**src/rtl/assert_macros.svh**
```systemverilog
// Assertion macros shared by the RTL modules of the byte ring buffer.
`ifndef ASSERT_MACROS_SVH
`define ASSERT_MACROS_SVH
`ifndef SYNTHESIS
`define BRB_ASSERT(lbl, prop) \
	lbl: assert property (@(posedge clk) disable iff (!arst_n) prop) \
		else $error("assertion failed");
`define BRB_NEVER(lbl, expr) \
	lbl: assert property (@(posedge clk) disable iff (!arst_n) !(expr)) \
		else $error("forbidden condition seen");
`else
`define BRB_ASSERT(lbl, prop)
`define BRB_NEVER(lbl, expr)
`endif
`endif

```
**src/rtl/brb_pkg.sv**
```systemverilog
// Package with the constants, codes and types of the byte ring buffer.
package brb_pkg;
	localparam int DEPTH      = 256;
	localparam int PTR_W      = $clog2(DEPTH);
	localparam int CNT_W      = PTR_W + 1;
	localparam int MAX_BURST  = 8;
	localparam int LEN_W      = 4;
	localparam int BIDX_W     = 3;
	localparam int DATA_W     = 64;
	localparam int PADDR_W    = 3;

	localparam logic [PADDR_W-1:0] ADDR_CAP = 3'd0;

	localparam logic ACT_WRITE = 1'b0;
	localparam logic ACT_READ  = 1'b1;

	localparam logic [1:0] STAT_OK    = 2'd0;
	localparam logic [1:0] STAT_FULL  = 2'd1;
	localparam logic [1:0] STAT_EMPTY = 2'd2;

	typedef enum logic [1:0] {
		ST_IDLE,
		ST_MOVE,
		ST_DRAIN,
		ST_FINISH
	} state_t;

	typedef struct packed {
		logic load;
		logic step;
		logic finish;
	} cmd_t;

	typedef struct packed {
		logic done_zero;
		logic last;
	} stat_t;
endpackage

```
**src/rtl/brb_datapath.sv**
```systemverilog
// Datapath of the byte ring buffer: byte store, pointers, fill count and result registers.
`include "assert_macros.svh"
module brb_datapath
	import brb_pkg::*;
(
	input  logic                clk,
	input  logic                arst_n,
	input  logic [CNT_W-1:0]    cap,
	input  logic                cfg_clr,
	input  cmd_t                cmd,
	output stat_t               st,
	input  logic                action,
	input  logic [LEN_W-1:0]    req_len,
	input  logic [DATA_W-1:0]   data_in,
	output logic [1:0]          status,
	output logic [LEN_W-1:0]    done_len,
	output logic [DATA_W-1:0]   data_out,
	output logic [CNT_W-1:0]    used_count
);
	logic [7:0]        mem_q [DEPTH];
	logic [7:0]        rdata_q;
	logic [PTR_W-1:0]  rptr_q, wptr_q;
	logic [CNT_W-1:0]  used_q;
	logic              act_q;
	logic [DATA_W-1:0] din_q, dout_q;
	logic [LEN_W-1:0]  done_q;
	logic [1:0]        status_q;
	logic [BIDX_W-1:0] cnt_q, cidx_q;
	logic              rd_pend_q;

	logic [CNT_W-1:0]  cap_eff, space, avail, ptr_inc, used_next;
	logic [LEN_W-1:0]  len_c, done_c;
	logic [1:0]        status_c;
	logic [PTR_W-1:0]  ptr_cur, ptr_next, addr;

	always_comb begin
		if (cap == '0) begin
			cap_eff = CNT_W'(1);
		end else if (cap > CNT_W'(DEPTH)) begin
			cap_eff = CNT_W'(DEPTH);
		end else begin
			cap_eff = cap;
		end
		space = cap_eff - used_q;
		len_c = (req_len > LEN_W'(MAX_BURST)) ? LEN_W'(MAX_BURST) : req_len;
		avail = (action == ACT_READ) ? used_q : space;
		if (avail == '0) begin
			done_c   = '0;
			status_c = (action == ACT_READ) ? STAT_EMPTY : STAT_FULL;
		end else begin
			done_c   = ({{(CNT_W-LEN_W){1'b0}}, len_c} < avail) ? len_c : avail[LEN_W-1:0];
			status_c = STAT_OK;
		end
		addr     = (act_q == ACT_READ) ? rptr_q : wptr_q;
		ptr_cur  = addr;
		ptr_inc  = {1'b0, ptr_cur} + CNT_W'(1);
		ptr_next = (ptr_inc >= cap_eff) ? '0 : ptr_inc[PTR_W-1:0];
		if (act_q == ACT_READ) begin
			used_next = used_q - {{(CNT_W-LEN_W){1'b0}}, done_q};
		end else begin
			used_next = used_q + {{(CNT_W-LEN_W){1'b0}}, done_q};
		end
		st.done_zero = (done_q == '0);
		st.last      = (({1'b0, cnt_q} + LEN_W'(1)) == done_q);
	end

	always_ff @(posedge clk) begin
		if (cmd.step) begin
			if (act_q == ACT_WRITE) begin
				mem_q[addr] <= din_q[{cnt_q, 3'b000} +: 8];
			end else begin
				rdata_q <= mem_q[addr];
			end
		end
	end

	always_ff @(posedge clk or negedge arst_n) begin
		if (!arst_n) begin
			rptr_q    <= '0;
			wptr_q    <= '0;
			used_q    <= '0;
			rd_pend_q <= 1'b0;
			done_q    <= '0;
			status_q  <= STAT_OK;
			cnt_q     <= '0;
		end else begin
			rd_pend_q <= cmd.step && (act_q == ACT_READ);
			if (cfg_clr) begin
				rptr_q <= '0;
				wptr_q <= '0;
				used_q <= '0;
			end else begin
				if (cmd.load) begin
					done_q   <= done_c;
					status_q <= status_c;
					cnt_q    <= '0;
				end
				if (cmd.step) begin
					cnt_q <= cnt_q + BIDX_W'(1);
					if (act_q == ACT_READ) begin
						rptr_q <= ptr_next;
					end else begin
						wptr_q <= ptr_next;
					end
				end
				if (cmd.finish) begin
					used_q <= used_next;
				end
			end
		end
	end

	always_ff @(posedge clk) begin
		if (cmd.load) begin
			act_q  <= action;
			din_q  <= data_in;
			dout_q <= '0;
		end else if (rd_pend_q) begin
			dout_q[{cidx_q, 3'b000} +: 8] <= rdata_q;
		end
		if (cmd.step) begin
			cidx_q <= cnt_q;
		end
		if (cmd.finish) begin
			status     <= status_q;
			done_len   <= done_q;
			data_out   <= dout_q;
			used_count <= used_next;
		end
	end

	`BRB_ASSERT(a_used_in_range, used_q <= cap_eff)
	`BRB_ASSERT(a_step_in_burst, cmd.step |-> ({1'b0, cnt_q} < done_q))
	`BRB_ASSERT(a_error_moves_none, (status_q != STAT_OK) |-> (done_q == '0))
endmodule

```
**src/rtl/brb_ctrl.sv**
```systemverilog
// Controller of the byte ring buffer: request sequencing and the output handshake.
`include "assert_macros.svh"
module brb_ctrl
	import brb_pkg::*;
(
	input  logic  clk,
	input  logic  arst_n,
	input  logic  in_valid,
	output logic  in_ready,
	output logic  out_valid,
	input  logic  out_ready,
	output cmd_t  cmd,
	input  stat_t st
);
	state_t state_q, state_d;
	logic   out_valid_q;

	always_ff @(posedge clk or negedge arst_n) begin
		if (!arst_n) begin
			state_q     <= ST_IDLE;
			out_valid_q <= 1'b0;
		end else begin
			state_q <= state_d;
			if (cmd.finish) begin
				out_valid_q <= 1'b1;
			end else if (out_ready) begin
				out_valid_q <= 1'b0;
			end
		end
	end

	always_comb begin
		state_d    = state_q;
		in_ready   = 1'b0;
		cmd.load   = 1'b0;
		cmd.step   = 1'b0;
		cmd.finish = 1'b0;
		case (state_q)
			ST_IDLE: begin
				in_ready = 1'b1;
				if (in_valid) begin
					cmd.load = 1'b1;
					state_d  = ST_MOVE;
				end
			end
			ST_MOVE: begin
				if (st.done_zero) begin
					state_d = ST_FINISH;
				end else begin
					cmd.step = 1'b1;
					if (st.last) begin
						state_d = ST_DRAIN;
					end
				end
			end
			ST_DRAIN: begin
				state_d = ST_FINISH;
			end
			ST_FINISH: begin
				if (!out_valid_q || out_ready) begin
					cmd.finish = 1'b1;
					state_d    = ST_IDLE;
				end
			end
			default: begin
				state_d = ST_IDLE;
			end
		endcase
	end

	assign out_valid = out_valid_q;

	`BRB_ASSERT(a_finish_shows_result, cmd.finish |=> out_valid_q)
	`BRB_ASSERT(a_drain_then_finish, (state_q == ST_DRAIN) |=> (state_q == ST_FINISH))
	`BRB_NEVER(a_finish_over_waiting, cmd.finish && out_valid_q && !out_ready)
endmodule

```
**src/rtl/byte_ring_buffer_burst_unit.sv**
```systemverilog
// Top level of the byte ring buffer: register port, controller and datapath.
//
//   port     direction  payload                                handshake
//   in       sink       action, req_len, data_in               in_valid / in_ready
//   out      source     status, done_len, data_out, used_count out_valid / out_ready
//   cfg      APB        capacity_in_use at address 0           psel / penable / pready
//
// A request runs idle, move, drain, finish; with nothing to move it skips drain.
// The byte store has a single port and moves one byte per cycle.
// Reset empties the ring and sets the capacity to the full store depth.
// A finished result waits in the output register while the next request is taken.
// Any write of the capacity register empties the ring.
`include "assert_macros.svh"
module byte_ring_buffer_burst_unit
	import brb_pkg::*;
(
	input  logic                clk,
	input  logic                arst_n,
	input  logic                psel,
	input  logic                penable,
	input  logic                pwrite,
	input  logic [PADDR_W-1:0]  paddr,
	input  logic [31:0]         pwdata,
	output logic [31:0]         prdata,
	output logic                pready,
	input  logic                in_valid,
	output logic                in_ready,
	input  logic                action,
	input  logic [LEN_W-1:0]    req_len,
	input  logic [DATA_W-1:0]   data_in,
	output logic                out_valid,
	input  logic                out_ready,
	output logic [1:0]          status,
	output logic [LEN_W-1:0]    done_len,
	output logic [DATA_W-1:0]   data_out,
	output logic [CNT_W-1:0]    used_count
);
	logic [CNT_W-1:0] cap_q;
	logic             cfg_wr;
	cmd_t             cmd;
	stat_t            st;

	assign pready = 1'b1;
	assign cfg_wr = psel && penable && pwrite && pready && (paddr == ADDR_CAP);
	assign prdata = (paddr == ADDR_CAP) ? {{(32-CNT_W){1'b0}}, cap_q} : '0;

	always_ff @(posedge clk or negedge arst_n) begin
		if (!arst_n) begin
			cap_q <= CNT_W'(DEPTH);
		end else if (cfg_wr) begin
			cap_q <= pwdata[CNT_W-1:0];
		end
	end

	brb_ctrl u_ctrl (
		.clk       (clk),
		.arst_n    (arst_n),
		.in_valid  (in_valid),
		.in_ready  (in_ready),
		.out_valid (out_valid),
		.out_ready (out_ready),
		.cmd       (cmd),
		.st        (st)
	);

	brb_datapath u_dp (
		.clk        (clk),
		.arst_n     (arst_n),
		.cap        (cap_q),
		.cfg_clr    (cfg_wr),
		.cmd        (cmd),
		.st         (st),
		.action     (action),
		.req_len    (req_len),
		.data_in    (data_in),
		.status     (status),
		.done_len   (done_len),
		.data_out   (data_out),
		.used_count (used_count)
	);

	`BRB_ASSERT(a_ready_means_idle, in_ready |-> !(cmd.step || cmd.finish))
	`BRB_NEVER(a_cap_write_while_busy, cfg_wr && cmd.step)
endmodule

```
**config.mk**
```make
export PLATFORM = sky130hd
export DESIGN_NAME = byte_ring_buffer_burst_unit
export DESIGN_NICKNAME = d
export VERILOG_FILES = /design/src/rtl/brb_pkg.sv /design/src/rtl/brb_datapath.sv /design/src/rtl/brb_ctrl.sv /design/src/rtl/byte_ring_buffer_burst_unit.sv
export VERILOG_INCLUDE_DIRS = /design/src /design/src/rtl
export SDC_FILE = /design/constraint.sdc
export NUM_CORES = 2
export LEC_CHECK = 0
export ABC_AREA = 1
export BUFFER_PORTS_ARGS = -buffer_cell sky130_fd_sc_hd__buf_2
export CORE_ASPECT_RATIO = 0.5
export CORE_MARGIN = 5
export CORE_UTILIZATION = 43
export DETAILED_ROUTE_END_ITERATION = 6
export HOLD_SLACK_MARGIN = 0.05
export PLACE_DENSITY_LB_ADDON = 0.12
export SKIP_CTS_REPAIR_TIMING = 1
export SYNTH_ARGS = -nofsm -noshare
export SYNTH_HDL_FRONTEND = slang
export SYNTH_SLANG_ARGS = --single-unit
```
**constraint.sdc**
```tcl
create_clock -name clk -period 14.6 [get_ports clk]
set_clock_uncertainty 0.05 [all_clocks]
set_input_delay 2.92 -clock clk [delete_from_list [all_inputs] [get_ports clk]]
set_output_delay 2.92 -clock clk [all_outputs]
set_load 0.05 [all_outputs]
```
==> key figures <==
Run status
  – Run status: complete, no violations

Logic synthesis
  – Register bit total from synthesis: between 2000 and 2500
  – Seq/Total Area, Yosys: 74.6%
  – Synthesized area: slightly above 90000 sq um
  – Synth top area cells: edfxtp_1 72%, o21ai_0 6.3%, nor2_1 6.0%, o22ai_1 3.6%, nand2_1 2.5%
  – Synthesized area per cell: about 13 sq um
  – Count of cell types in the netlist: between 50 and 60
  – Synth top area share: about 72%
  – Cells after synthesis: 7231
  – Largest area contributor in the netlist: edfxtp_1
  – Synth warn: 0

Layout
  – Fill cells: 19100
  – Synthesis-to-finish area growth: 10.8%
  – Layout cells sized above 1: 8.57%
  – Area taken by multi-input logic gates: roughly 21000 sq um
  – FF/Latch Area: between 60000 and 70000 sq um
  – # nets final: ~7400

Die
  – Site Rows: 120
  – Die Y: around 340 um
  – Initial Utilization: 43.1%
  – Core area: 213000 sq um
  – Die ar.: 224000 sq um
  – IO Pins: about 230
  – Die X: between 600 and 700 um

Global route
  – First-pass GRT wire length: 386 mm
  – Congestion Overflow GR: 0
  – Vias in the first global route: approximately 54000
  – GRT Total Usage: roughly a quarter
  – Initial antenna violation count: 20
  – Largest net degree at the start of global routing: roughly 180

Route
  – DRT iter0 DRCs: 6771
  – Avg WL per Cell: roughly 26 um
  – Wirelength, routed: ~270 mm
  – Via-to-Cell Ratio: 5.66
  – Antenna Violating Nets Remaining: 0
  – Vias: slightly below 60000
  – Pre-antenna DRT Iters: 5
  – Number of remaining DRC errors: 0

Job
  – MaxCap Viol Count: 0

Timing
  – Setup violations, final: 0
  – Max Slew Vio Count: 0
  – Slew margin rel.: 14.7%
  – RSZ-0062 raised after global routing: no
  – Worst-Margin Slew: about 1300 ps
  – Post-layout min period: 7050 ps
  – Final setup TNS: 0 ps
  – Fin worst setup slack: between 7000 and 8000 ps
  – Fmax: roughly 140 MHz
  – Tcrit/Tclk final: 48.3%
  – Final hold viol count: 0

Placed design
  – Port Buffer Count: around 180
  – DP Worst Slack: around 7700 ps
  – Placer Congestion: 0.828
  – DP Wirelength: around 150 mm

Setup path
  – Crit Path Category: reg -> reg
  – Arr. time, crit path: between 7000 and 8000 ps
  – Max FO, Critical Path: between 100 and 150
  – CP Capture Type: register
  – Startpoint types: register
  – Worst Path Required: 15290 ps

Clock tree
  – Clk buf depth: 4
  – Total CTS buffers: between 200 and 250
  – CTS HTree Levels: 4
  – CTS tree: built
  – CTS clk-pin slew, worst paths: 70 ps
  – # clock sinks: around 2300
  – Root Buffer: clkbuf_16
  – Clk_lat worst skew: just under 900 ps

Power
  – Maximum VDD drop: roughly 0.32 mV
  – Pleak: 33.0 nW
  – Total power per unit cell area: 223 nW/um^2

Min path
  – HP Class: reg -> reg
==> cells in the mapped netlist, drive strengths merged <==
cell and number:
conb 2, a22o 65, o21ai 1167, ha 39
nand3b 1, o31ai 1, inv 170, xnor2 5
o221a 1, a21o 3, a31oi 9, o21a 3
dfxtp 64, or2 7, xor2 10, o2111ai 2
a221oi 4, nand4 79, buf 193, a22oi 8
edfxtp 2203, nor3 9, clkinv 3, nor4 1
o21bai 5, fa 1, nor2 1487, o22ai 529
dfrtp 46, nand2 607, or3 3, dfstp 1
o211a 7, nand3 82, o221ai 2, a21oi 98
o211ai 7, clkbuf 291, o41ai 1, a41oi 15
==> final cells by class <==
cell class	instances	share of cell area [%]
sequential	2314	67.4
inverter	173	0.662
clock inverter	80	0.514
tap	2867	3.52
antenna	7	0.0172
timing repair buffer	297	1.85
clock buffer	286	5.68
multi-input combinational	4282	20.4
==> final timing paths <==
check,startpoint,end,slack (ps),cells past startpoint
min in group asynchronous,arst_n,u_dp.cnt_q[0],2150,2
max reg2reg,u_dp.act_q,u_dp.rdata_q[4],7550,17
min reg2reg,u_dp.dout_q[52],u_dp.data_out[52],370,0
min,u_dp.dout_q[52],u_dp.data_out[52],370,0
max,u_dp.act_q,u_dp.rdata_q[4],7550,17
max in group asynchronous,arst_n,u_dp.wptr_q[4],11880,2
==> critical path, cell delays in order (launching register included) <==
cell,delay (ps)
edfxtp_1,730
inv_2,410
nand2_1,210
nand2_8,520
buf_4,630
buf_4,750
buf_4,790
buf_4,820
o21ai_0,180
o22ai_1,190
nand2_1,60
nand3_1,200
a21oi_1,90
o21ai_0,680
nand2_1,100
nand2_1,160
nor2_1,50
nand2_1,70
==> per-layer routing <==
| metal | part of all wire [%] | GRT usage (%) | vias up |
|---|---|---|---|
| met4 | 1.9 | 4.98 | 2 |
| met2 | 44 | 35.4 | 2083 |
| met5 | 0.0048 | 0 | - |
| li1 | - | - | 26600 |
| met3 | 8.2 | 4.45 | 325 |
| met1 | 46 | 35.3 | 29400 |
==> cells in the final DEF (no fill, tap or decap), types with 14 or more instances in the layout <==
cell       count
nand3_2       14
nand2_1      604
edfxtp_1    2203
nand3_1       67
nand4_1       79
inv_2         21
o21ai_0     1154
inv_1        142
a22o_1        65
clkbuf_1      61
clkbuf_16    218
buf_2        177
a41oi_1       15
o22ai_1      529
a21oi_1       98
buf_4        112
ha_1          39
clkinv_2      19
nor2_1      1467
clkinv_1      52
conb_1        24
dfrtp_1       46
dfxtp_1       64
==> kinds of logic after synthesis <==
group / count (synthesis) / share of synthesized area (%)
xor gates and xnor gates: 15 / 0.143
adders and majority gates: 40 / 0.553
and+or+nand+nor: 2276 / 9.83
DFF: 2314 / 74.6
other: 2 / 0.00817
buffers and inverters: 657 / 3.08
AOI/OAI and AO/OA: 1927 / 11.7
==> flip-flops by register name, summed over array words and instances (netlist names), 2 cells and up <==
name and flops:
u_dp.cnt_q 3, u_dp.done_q 4, u_dp.done_len 4, u_dp.used_q 9, u_dp.din_q 64, u_dp.used_count 9, u_dp.cidx_q 3, u_dp.rdata_q 8
u_dp.rptr_q 8, cap_q 9, u_dp.status 2, u_dp.mem_q 2048, u_dp.wptr_q 8, u_ctrl.state_q 2, u_dp.dout_q 64, u_dp.data_out 64
u_dp.status_q 2
==> power by group <==
group          switching, W  leakage [nW]  internal, W
sequential         0.000129          20.9      0.00939
combinational       0.00634          9.02      0.00159
clock               0.00242          3.06      0.00286
total               0.00888          33.0       0.0138
==> per-stage QoR <==
stage / power [W] / hold slack, ps / util, % / instance area, sq um / std cells
global placement: 0.0175 / 360 / 44.8 / 95500 / 9933
CTS: 0.0228 / 371 / 47.7 / 102000 / 10300
finish: 0.0227 / 369 / 47.7 / 102000 / 10300
global route: 0.0238 / 385 / 47.7 / 102000 / 10300
floorplan: 0.0151 / 353 / - / 92000 / 7253
detailed placement: 0.0176 / 360 / 44.8 / 95500 / 9933
No activity file was read; power rests on OpenSTA's default activity.
